<file path="src/atdds_pkg.sv">
package atdds_pkg;

    // Field widths of the stream payload
    localparam int SAMPLE_W  = 12;
    localparam int MEAN_W    = 12;
    localparam int STEP_W    = 10;
    localparam int INDEX_W   = 12;

    localparam int SAMPLE_MAX = (1 << SAMPLE_W) - 1;

    // Packed bus widths, rounded up to whole bytes
    localparam int S_TDATA_W = 16;
    localparam int S_PAD_W   = S_TDATA_W - SAMPLE_W;
    localparam int M_TDATA_W = 40;
    localparam int M_PAD_W   = M_TDATA_W - INDEX_W - MEAN_W - STEP_W;

    // Default geometry
    localparam int HISTORY_DEPTH_DEF = 8;
    localparam int PHASE_BITS_DEF    = 16;
    localparam int INDEX_BITS_DEF    = 12;

    // Phase step derivation
    localparam int                STEP_SHIFT = 2;
    localparam logic [STEP_W-1:0] STEP_MIN   = 10'd1;
    localparam logic [STEP_W-1:0] STEP_MAX   = 10'd999;

    typedef enum logic {
        OP_SAMPLE = 1'b0,
        OP_TICK   = 1'b1
    } op_t;

    // Per-transaction status handed from the averaging stages to the accumulator
    typedef struct packed {
        op_t               op;
        logic [MEAN_W-1:0] mean;
        logic [STEP_W-1:0] step;
    } step_info_t;

    // Mean shifted down and clamped into the legal step range
    function automatic logic [STEP_W-1:0] clamp_step(input logic [MEAN_W-1:0] mean);
        logic [MEAN_W-STEP_SHIFT-1:0] q;
        q = mean[MEAN_W-1:STEP_SHIFT];
        if (q == '0) begin
            return STEP_MIN;
        end else if (STEP_W'(q) > STEP_MAX) begin
            return STEP_MAX;
        end else begin
            return STEP_W'(q);
        end
    endfunction

endpackage

</file>
<file path="src/atdds_cell.sv">
module atdds_cell import atdds_pkg::*; (
    input  logic                aclk,
    input  logic                aresetn,
    input  logic                shift_en,
    input  logic [SAMPLE_W-1:0] d_in,
    output logic [SAMPLE_W-1:0] q_out
);

    logic [SAMPLE_W-1:0] value_reg;

    // Take the neighbor's sample on each shift, clear on reset
    always_ff @(posedge aclk) begin
        if (!aresetn) begin
            value_reg <= '0;
        end else if (shift_en) begin
            value_reg <= d_in;
        end
    end

    assign q_out = value_reg;

endmodule

</file>
<file path="src/atdds_mean.sv">
module atdds_mean import atdds_pkg::*; #(
    parameter  int HISTORY_DEPTH = HISTORY_DEPTH_DEF,
    localparam int SUM_W         = SAMPLE_W + $clog2(HISTORY_DEPTH)
) (
    input  logic             aclk,
    input  logic             aresetn,
    input  logic             in_valid,
    output logic             in_ready,
    input  op_t              in_op,
    input  logic [SUM_W-1:0] in_sum,
    output logic             out_valid,
    input  logic             out_ready,
    output step_info_t       out_info
);

    // Exact floor division by the depth: multiply by a rounded-up reciprocal
    localparam int          LOG_D      = $clog2(HISTORY_DEPTH);
    localparam int          SHIFT      = SUM_W + LOG_D;
    localparam int          PROD_W     = 2 * SUM_W + 1;
    localparam logic [63:0] RECIP_FULL =
        ((64'd1 << SHIFT) + 64'(HISTORY_DEPTH) - 64'd1) / 64'(HISTORY_DEPTH);
    localparam logic [SUM_W:0] RECIP   = RECIP_FULL[SUM_W:0];

    logic              b_valid_reg;
    op_t               b_op_reg;
    logic [PROD_W-1:0] b_prod_reg;
    logic [PROD_W-1:0] b_prod_next;
    logic              b_ready;

    logic              c_valid_reg;
    step_info_t        c_info_reg;
    step_info_t        c_info_next;
    logic              c_ready;

    assign c_ready  = !c_valid_reg || out_ready;
    assign b_ready  = !b_valid_reg || c_ready;
    assign in_ready = b_ready;

    assign b_prod_next = PROD_W'(in_sum) * PROD_W'(RECIP);

    // Quotient out of the product, then derive the step
    always_comb begin
        c_info_next.op   = b_op_reg;
        c_info_next.mean = b_prod_reg[SHIFT +: MEAN_W];
        c_info_next.step = clamp_step(c_info_next.mean);
    end

    // Advance the two stages, holding whatever is stalled
    always_ff @(posedge aclk) begin
        if (!aresetn) begin
            b_valid_reg <= 1'b0;
            c_valid_reg <= 1'b0;
        end else begin
            if (b_ready) begin
                b_valid_reg <= in_valid;
            end
            if (c_ready) begin
                c_valid_reg <= b_valid_reg;
            end
        end
        if (b_ready && in_valid) begin
            b_op_reg   <= in_op;
            b_prod_reg <= b_prod_next;
        end
        if (c_ready && b_valid_reg) begin
            c_info_reg <= c_info_next;
        end
    end

    assign out_valid = c_valid_reg;
    assign out_info  = c_info_reg;

endmodule

</file>
<file path="src/adc_tuned_dds_phase_accumulator_unit.sv">
// ADC-tuned DDS phase accumulator. Each input transaction is either a 12-bit
// converter sample (tuser 0) or one DDS output tick (tuser 1), and each gives
// exactly one result: the waveform table index (top INDEX_BITS of the phase
// accumulator, cut or zero-extended to 12 bits), the mean of the last
// HISTORY_DEPTH samples and the phase step (mean / 4, clamped to 1..999).
// Samples shift through a row of HISTORY_DEPTH cells that reset to zero; a
// running sum tracks the row and is divided by the depth through a
// reciprocal multiply. The block takes one transaction every clock while the
// pipeline is not stalled. The edge that takes a transaction loads the sum
// register; the transaction then passes the product register, the mean and
// step register behind the clamp, and the output register.
// A stalled output holds the pipeline only where it is full.
module adc_tuned_dds_phase_accumulator_unit import atdds_pkg::*; #(
    parameter int HISTORY_DEPTH = HISTORY_DEPTH_DEF,
    parameter int PHASE_BITS    = PHASE_BITS_DEF,
    parameter int INDEX_BITS    = INDEX_BITS_DEF
) (
    input  logic                 aclk,
    input  logic                 aresetn,
    input  logic                 s_tvalid,
    output logic                 s_tready,
    input  logic [S_TDATA_W-1:0] s_tdata,   // [11:0] sample, [15:12] zero
    input  logic                 s_tuser,   // [0] op
    output logic                 m_tvalid,
    input  logic                 m_tready,
    output logic [M_TDATA_W-1:0] m_tdata    // [11:0] table_index, [23:12] average,
                                            // [33:24] phase_step, [39:34] zero
);

    localparam int SUM_W = SAMPLE_W + $clog2(HISTORY_DEPTH);

    logic                s_accept;
    op_t                 s_op;
    logic [SAMPLE_W-1:0] s_sample;
    logic                shift_en;
    logic [SAMPLE_W-1:0] cell_q [HISTORY_DEPTH];

    logic                a_valid_reg;
    op_t                 a_op_reg;
    logic [SUM_W-1:0]    sum_reg;
    logic [SUM_W-1:0]    sum_next;
    logic                mean_in_ready;

    logic                c_valid;
    step_info_t          c_info;
    logic                c_take;
    logic                d_ready;

    logic [PHASE_BITS-1:0] phase_reg;
    logic [PHASE_BITS-1:0] phase_next;
    logic [INDEX_BITS-1:0] index_full;
    logic [INDEX_W-1:0]    index_out;
    logic                  m_tvalid_reg;
    logic [M_TDATA_W-1:0]  m_tdata_reg;

    assign s_op     = op_t'(s_tuser);
    assign s_sample = s_tdata[SAMPLE_W-1:0];
    assign s_tready = !a_valid_reg || mean_in_ready;
    assign s_accept = s_tvalid && s_tready;
    assign shift_en = s_accept && (s_op == OP_SAMPLE);

    // Sample history: a row of cells, newest at the head, oldest falls off the end
    for (genvar i = 0; i < HISTORY_DEPTH; i++) begin : g_cell
        logic [SAMPLE_W-1:0] d_in;
        if (i == 0) begin : g_head
            assign d_in = s_sample;
        end else begin : g_link
            assign d_in = cell_q[i-1];
        end
        atdds_cell u_cell (
            .aclk     (aclk),
            .aresetn  (aresetn),
            .shift_en (shift_en),
            .d_in     (d_in),
            .q_out    (cell_q[i])
        );
    end

    // Running sum: add the new sample, drop the one leaving the row
    assign sum_next = sum_reg + SUM_W'(s_sample) - SUM_W'(cell_q[HISTORY_DEPTH-1]);

    always_ff @(posedge aclk) begin
        if (!aresetn) begin
            a_valid_reg <= 1'b0;
            sum_reg     <= '0;
        end else begin
            if (s_tready) begin
                a_valid_reg <= s_tvalid;
            end
            if (shift_en) begin
                sum_reg <= sum_next;
            end
        end
        if (s_accept) begin
            a_op_reg <= s_op;
        end
    end

    atdds_mean #(
        .HISTORY_DEPTH (HISTORY_DEPTH)
    ) u_mean (
        .aclk      (aclk),
        .aresetn   (aresetn),
        .in_valid  (a_valid_reg),
        .in_ready  (mean_in_ready),
        .in_op     (a_op_reg),
        .in_sum    (sum_reg),
        .out_valid (c_valid),
        .out_ready (d_ready),
        .out_info  (c_info)
    );

    // Advance the phase on a tick, hold it on a sample
    assign d_ready    = !m_tvalid_reg || m_tready;
    assign c_take     = c_valid && d_ready;
    assign phase_next = (c_info.op == OP_TICK) ? phase_reg + PHASE_BITS'(c_info.step)
                                                : phase_reg;
    assign index_full = phase_next[PHASE_BITS-1 -: INDEX_BITS];
    assign index_out  = INDEX_W'(index_full);

    always_ff @(posedge aclk) begin
        if (!aresetn) begin
            m_tvalid_reg <= 1'b0;
            phase_reg    <= '0;
        end else begin
            if (d_ready) begin
                m_tvalid_reg <= c_valid;
            end
            if (c_take) begin
                phase_reg <= phase_next;
            end
        end
        if (c_take) begin
            m_tdata_reg <= {{M_PAD_W{1'b0}}, c_info.step, c_info.mean, index_out};
        end
    end

    assign m_tvalid = m_tvalid_reg;
    assign m_tdata  = m_tdata_reg;

    // Result step always agrees with the result mean
    a_step_matches_mean: assert property (@(posedge aclk) disable iff (!aresetn)
        m_tvalid |-> m_tdata_reg[INDEX_W+MEAN_W +: STEP_W]
                     == clamp_step(m_tdata_reg[INDEX_W +: MEAN_W]))
        else $error("phase_step does not match average");

    // Running sum never exceeds a full row of maximum samples
    a_sum_bound: assert property (@(posedge aclk) disable iff (!aresetn)
        1'b1 |-> {1'b0, sum_reg} <= (SUM_W+1)'(HISTORY_DEPTH * SAMPLE_MAX))
        else $error("running sum out of range");

    // Input is held off only by a full, stalled first stage
    a_ready_cause: assert property (@(posedge aclk) disable iff (!aresetn)
        !s_tready |-> a_valid_reg && !mean_in_ready)
        else $error("input stalled without cause");

    // A sample transaction leaves the phase untouched
    a_sample_holds_phase: assert property (@(posedge aclk) disable iff (!aresetn)
        c_take && (c_info.op == OP_SAMPLE) |=> $stable(phase_reg))
        else $error("phase moved on a sample");

endmodule

</file>
<file path="config.mk">
export PLATFORM = sky130hd
export DESIGN_NAME = adc_tuned_dds_phase_accumulator_unit
export DESIGN_NICKNAME = d
export VERILOG_FILES = /design/src/atdds_pkg.sv /design/src/atdds_cell.sv /design/src/atdds_mean.sv /design/src/adc_tuned_dds_phase_accumulator_unit.sv
export SDC_FILE = /design/constraint.sdc
export NUM_CORES = 1
export LEC_CHECK = 0
export BUFFER_PORTS_ARGS = -buffer_cell sky130_fd_sc_hd__buf_2
export CORE_ASPECT_RATIO = 1.25
export CORE_UTILIZATION = 54
export CTS_CLUSTER_DIAMETER = 100
export DETAILED_ROUTE_END_ITERATION = 12
export GPL_TIMING_DRIVEN = 0
export PLACE_DENSITY_LB_ADDON = 0.12
export REMOVE_ABC_BUFFERS = 1
export SLEW_MARGIN = 10
export SYNTH_ARGS = -nofsm -noshare
export SYNTH_HDL_FRONTEND = slang
export SYNTH_SLANG_ARGS = --single-unit
</file>
<file path="constraint.sdc">
create_clock -name aclk -period 2.96 [get_ports aclk]
set_clock_uncertainty 0.2 [all_clocks]
set_input_delay 0.296 -clock aclk [delete_from_list [all_inputs] [get_ports aclk]]
set_output_delay 0.296 -clock aclk [all_outputs]
set_load 0.01 [all_outputs]
</file>
Word level (Yosys, flattened, before mapping)
Index checks and enable logic that the tools add are counted.

Word-level logic and storage cells: 46. Bits in registers: 205. Bits of input ports: 21. Output and inout bits: 42.

Bitwise operators: 1. Add/sub/neg operators: 3. Magnitude comparators: 1. Reductions and logical operators: 16. Multiplexer cells: 2.

Operators with widths (number): 16-bit by 10-bit adder with 16-bit output (1); 16-bit 2-to-1 mux (1); 15-bit by 12-bit adder with 15-bit output (1); 15-bit by 12-bit subtractor with 15-bit output (1); 10-bit > comparator, second input constant (1); 10-bit zero test (1); 10-bit 2-to-1 mux (1); 1-bit logical AND (5); 1-bit zero test (4); 1-bit logical OR (4); 2-bit AND reduction (1); 2-bit OR reduction (1); 1-bit inverter (1).

Depth between registers and ports, before layout
Word-level depth: 7. Gate-level depth with buffers: 12. Mapped depth without buffers: 12.

Cells and area by module
A second synthesis with hierarchy kept.

Cells, all modules: 802. Area, all modules: 9041.2 um^2.

Modules (own cells, without submodules): adc_tuned_dds_phase_accumulator_unit (area an instance 4175.3 um^2, instances 1, cells each 435, seq. area each 1711.6 um^2); atdds_cell (area an instance 450.4 um^2, instances 8, cells each 38, seq. area each 240.2 um^2); atdds_mean (area an instance 1262.5 um^2, instances 1, cells each 63, seq. area each 1121.1 um^2).

Worst setup path before layout
Ideal clock, no wire load.

Path kind: register to register. Start point: register m_tvalid_reg (netlist: m_tvalid). End point: register u_mean.c_info_reg (netlist bit u_mean.out_info[0]), enable pin. Arrival: 2243 ps. Clock period less this slack: 2881 ps. Setup slack: 79 ps. Library setup time: 439 ps. Cell stages (with the launch flop): 3. Cells stage by stage: dfxtp_1 > nor2b_2 > a21boi_0.

Cells in the longest elaborated chain, start to end: 4.

RTL lines: start, declared (line adc_tuned_dds_phase_accumulator_unit.sv:53) `logic m_tvalid_reg;`; start signal, assigned (line adc_tuned_dds_phase_accumulator_unit.sv:127) `m_tvalid_reg <= c_valid;`; 1-bit zero test (line adc_tuned_dds_phase_accumulator_unit.sv:114) `assign d_ready = !m_tvalid_reg || m_tready;`; 1-bit logical OR (line adc_tuned_dds_phase_accumulator_unit.sv:114); 1-bit logical OR (line atdds_mean.sv:35) `assign c_ready = !c_valid_reg || out_ready;`; 1-bit logical AND (line atdds_mean.sv:65) `if (c_ready && b_valid_reg) begin`; end signal, assigned (line atdds_mean.sv:66) `c_info_reg <= c_info_next;`; end, declared (line atdds_mean.sv:31) `step_info_t c_info_reg;`.

Every way passes these cells. A chain may end at the register's enable or synchronous reset.

Worst setup path after layout
Start point: input s_tdata[6]. End point: register sum_reg[9].

Cells in the longest elaborated chain, start to end: 2.

RTL lines: start, declared (line adc_tuned_dds_phase_accumulator_unit.sv:22) `input logic [S_TDATA_W-1:0] s_tdata,`; 15-bit by 12-bit adder with 15-bit output (line adc_tuned_dds_phase_accumulator_unit.sv:80) `assign sum_next = sum_reg + SUM_W'(s_sample) - SUM_W'(cell_q[HISTORY_DEPTH-1]);`; 15-bit by 12-bit subtractor with 15-bit output (line adc_tuned_dds_phase_accumulator_unit.sv:80); end signal, assigned (line adc_tuned_dds_phase_accumulator_unit.sv:91) `sum_reg <= sum_next;`; end, declared (line adc_tuned_dds_phase_accumulator_unit.sv:40) `logic [SUM_W-1:0] sum_reg;`.

Every way passes these cells.

==> key figures <==
Run status
  – Outcome: finished clean

Setup path
  – Setup crit end kind: flop
  – Worst path depth: 12
  – Crit path max-delay family: compound AO/OA/AOI/OAI gates
  – Worst EP arrival: 3030 ps
  – Top cell by count, worst path: a21o_1
  – Worst r2r path cells: 10
  – Crit path max-delay cell type: fa_1
  – Worst Path Required: 3130 ps
  – Buf+Inv Stages, Crit Path: 4
  – Worst R2R Setup Slack: 150 ps
  – Slowest Stage Delay on Critical Path: 530 ps
  – Peak fanout along the critical path: 7
  – Worst path cell trace: dlygate4sd3_1, buf_2, inv_1, fa_1, inv_1, ha_1, a21o_1, a21o_1, a21o_1, a31oi_1, xor2_1, o21ai_0
  – CP Class: primary input to flop
  – Critical Path Start Type: primary input
  – Worst r2r dst: sum_reg[11]
  – RR Startpoint: sum_reg[1]

Power
  – Pwr/cell area: 644 nW/um2
  – Clock share of power: 43.0%
  – Sw Ratio: 23.0%
  – Switching pwr: 1.54 mW
  – Max VDD drop: 0.385 mV
  – Flop pwr share: 45.0%
  – Pint: 5.16 mW
  – Leakage Power: 3.95 nW
  – Combinational share of power: 12.1%

Logic synthesis
  – Mux cell area share after synthesis: 1.62%
  – Async set-reset flop share out of synthesis: 0%
  – Post-Synth Simple-Gate Area: 15.6%
  – Library cells used by synthesis: 56
  – Synth Area per Inst: 9.86 um2
  – Syn Inst Count: 901
  – Largest area contributor in the netlist: dfxtp_1
  – Dominant synthesized flop cell: dfxtp_1
  – Post-Syn Area: 8880 um2
  – Synth Area in Compound Gates: 15.7%
  – Synth Area in Adders: 6.45%
  – Largest family of logic cells by synthesized area: compound AO/OA/AOI/OAI gates
  – Seq/Total Area, Yosys: 53.5%
  – Synth Area in XOR/XNOR: 1.78%
  – Number of warnings issued by yosys: 0
  – Yosys top cell area share: 29.5%
  – Largest cells by area after synthesis: dfxtp_1, edfxtp_1, nand2_1
  – Post-synthesis register bit count: 202
  – Number of synthesized flops with an enable pin: 71

STA
  – Aggregate negative setup slack: 0 ps
  – Setup ws final: 102 ps
  – F_max: 350 MHz
  – Final hold viol count: 0
  – Crit share post-route: 96.5%
  – # setup viols final: 0
  – Pins Over Slew Limit: 0
  – Worst rel slew slack: 26.6%
  – Min Tclk post-route: 2860 ps
  – RSZ-0062 raised after global routing: no
  – Worst-Margin Slew: 1100 ps

Placed design
  – Gpl congestion: 1.03
  – IO buf count: 52
  – Dpl cells: 1128
  – Hpwl dp: 10.4 mm
  – Post-Place Setup Slack: -120 ps

Worst hold path
  – Hold endpoint: g_cell[5].u_cell.q_out[8]
  – Worst min path class: primary input to flop
  – WHS Path Cells: 2
  – Hold_sp: aresetn

Route
  – Via count: 6185
  – Post-Route WL: 15.4 mm
  – WL met2: 8.08 mm
  – Uppermost layer routed: met4
  – Metal-1 WL: 6.22 mm
  – Met3 wire length: 571 um
  – Final ANT Viol Nets: 0
  – Wire length per cell: 13.0 um
  – Avg Vias per Cell: 5.24
  – DR iter-0 viols: 361
  – Remaining DRCs: 0
  – Drt first pass iters: 5

Global route
  – First-pass GRT wire length: 26.1 mm
  – Number of global-route vias before repair: 5894
  – Initial antenna violation count: 0
  – Largest net degree at the start of global routing: 82
  – GRT overflow: 0
  – Tot GR Track Use: 18.9%

Floorplanning
  – Core area: 16100 um2
  – Die X: 117 um
  – Number of cell rows: 52
  – I/O pins: 63
  – Initial core utilization: 55.0%
  – Die ar.: 17000 um2
  – Die Ht: 145 um

Finish
  – Max reg flops: 96
  – Final std cells w/o fill: 1181
  – Ant. Diodes: 0
  – Area growth, synth to finish: 17.0%
  – Layout cell share with drive strength beyond 1: 12.8%
  – Nets: 1010

CTS
  – CTS H-tree depth: 1
  – Maximum clock path buffer count: 3
  – CTS tree: yes
  – Clock Pin Slew Worst Setup and Hold Paths: 60 ps
  – Root Buffer: clkbuf_16
  – Clock sink count: 202
  – Worst-skew pair later-pin latency: 490 ps
  – Num CTS Buffers: 20

Run
  – Max Cap Viol: 0
==> worst max-delay path by stage <==
stage / start / end / slack, ps
after floorplan: m_tvalid / phase_reg[7] / -790
after global placement: m_tvalid / phase_reg[7] / -1560
after detailed placement: s_tdata[1] / sum_reg[14] / -120
after CTS: sum_reg[9] / sum_reg[13] / 20
after global routing: sum_reg[2] / sum_reg[14] / 6
final: s_tdata[6] / sum_reg[9] / 100
==> worst register-to-register path, cell delays in order (launching register included) <==
cell,delay [ps]
dfxtp_1,320
inv_1,60
fa_1,540
inv_1,70
ha_1,290
a21o_1,140
nand4_1,160
a21oi_1,240
o21bai_1,130
a2111oi_0,420
o31a_1,190
==> logic make-up (layout without fill, tap and decap cells) <==
family | Yosys count | in the layout
compound gates | 199 | 199
mux | 14 | 14
flops | 202 | 202
xor+xnor | 18 | 18
other cells | 1 | 6
fa+ha+maj | 38 | 38
buf+inv | 113 | 172
simple gates | 316 | 316
==> per-stage QoR <==
| step | area [um2] | hold WS (ps) | utilization, % | power [mW] |
|---|---|---|---|---|
| global placement | 9180 | 204 | 56.9 | 3.73 |
| CTS | 10300 | 141 | 63.8 | 6.68 |
| detailed placement | 9360 | 209 | 58.0 | 3.78 |
| global route | 10400 | 181 | 64.4 | 6.97 |
| floorplan | 8650 | 195 | - | 3.57 |
| finish | 10400 | 142 | 64.4 | 6.70 |
==> cell usage after synthesis (4+ instances only) <==
cell type  count
nand2_1      232
dfxtp_1      131
a21boi_0     105
edfxtp_1      71
inv_1         58
clkbuf_1      30
ha_1          25
a21oi_1       24
o21ai_0       21
buf_2         16
nand3_1       16
fa_1          13
a21o_1        12
nor2_1        12
nor2b_1       12
mux2i_1       11
xnor2_1       11
and3_1         8
nand2b_1       8
nand4_1        8
o21a_1         7
xor2_1         7
buf_4          6
a211oi_1       4
a21boi_1       4
==> final cells by class <==
type	count	area, um2
tap	216	270
fill	1350	5750
multi-input combinational	591	3790
clock buffer	27	588
clock inverter	9	181
timing repair buffer	78	589
inverter	58	218
sequential	202	4750
==> layer usage <==
metal	global-route usage (%)	up-vias
met3	2.75	46
met2	34.5	147
li1	-	3113
met4	7.34	0
met1	21.7	2879
met5	0	-
==> power by group through the flow <==
stage                     Combinational [mW]  Clock, mW  Sequential (mW)
after floorplan                        0.518          0             3.06
after global placement                 0.662          0             3.07
after detailed placement               0.708          0             3.07
after CTS                              0.734       2.93             3.01
after global routing                   0.906       3.04             3.02
final                                  0.809       2.88             3.01
==> layout by cell type (no fill, tap or decap), types with 6 or more instances in the layout <==
cell,count
nand2_1,232
dfxtp_1,131
nand4_1,8
edfxtp_1,71
dlygate4sd3_1,15
ha_1,20
xor2_1,7
clkbuf_16,21
o21a_1,7
xnor2_1,11
inv_1,58
fa_1,12
mux2i_1,11
nand3_1,16
a21boi_0,104
nor2b_1,10
nor2_1,12
a21o_1,12
conb_1,6
nand2b_1,8
o21ai_0,19
and3_1,8
buf_2,51
a21oi_1,21
==> repair_timing <==
item                                    CTS  global route
gates resized for setup                   2            18
setup buffers                             0             2
pin swaps                                 0             3
endpoints found under the setup margin    4             6
hold endpoints to repair                 23             0
hold buffers                             15             0
Power figures use the tool's default switching activity.
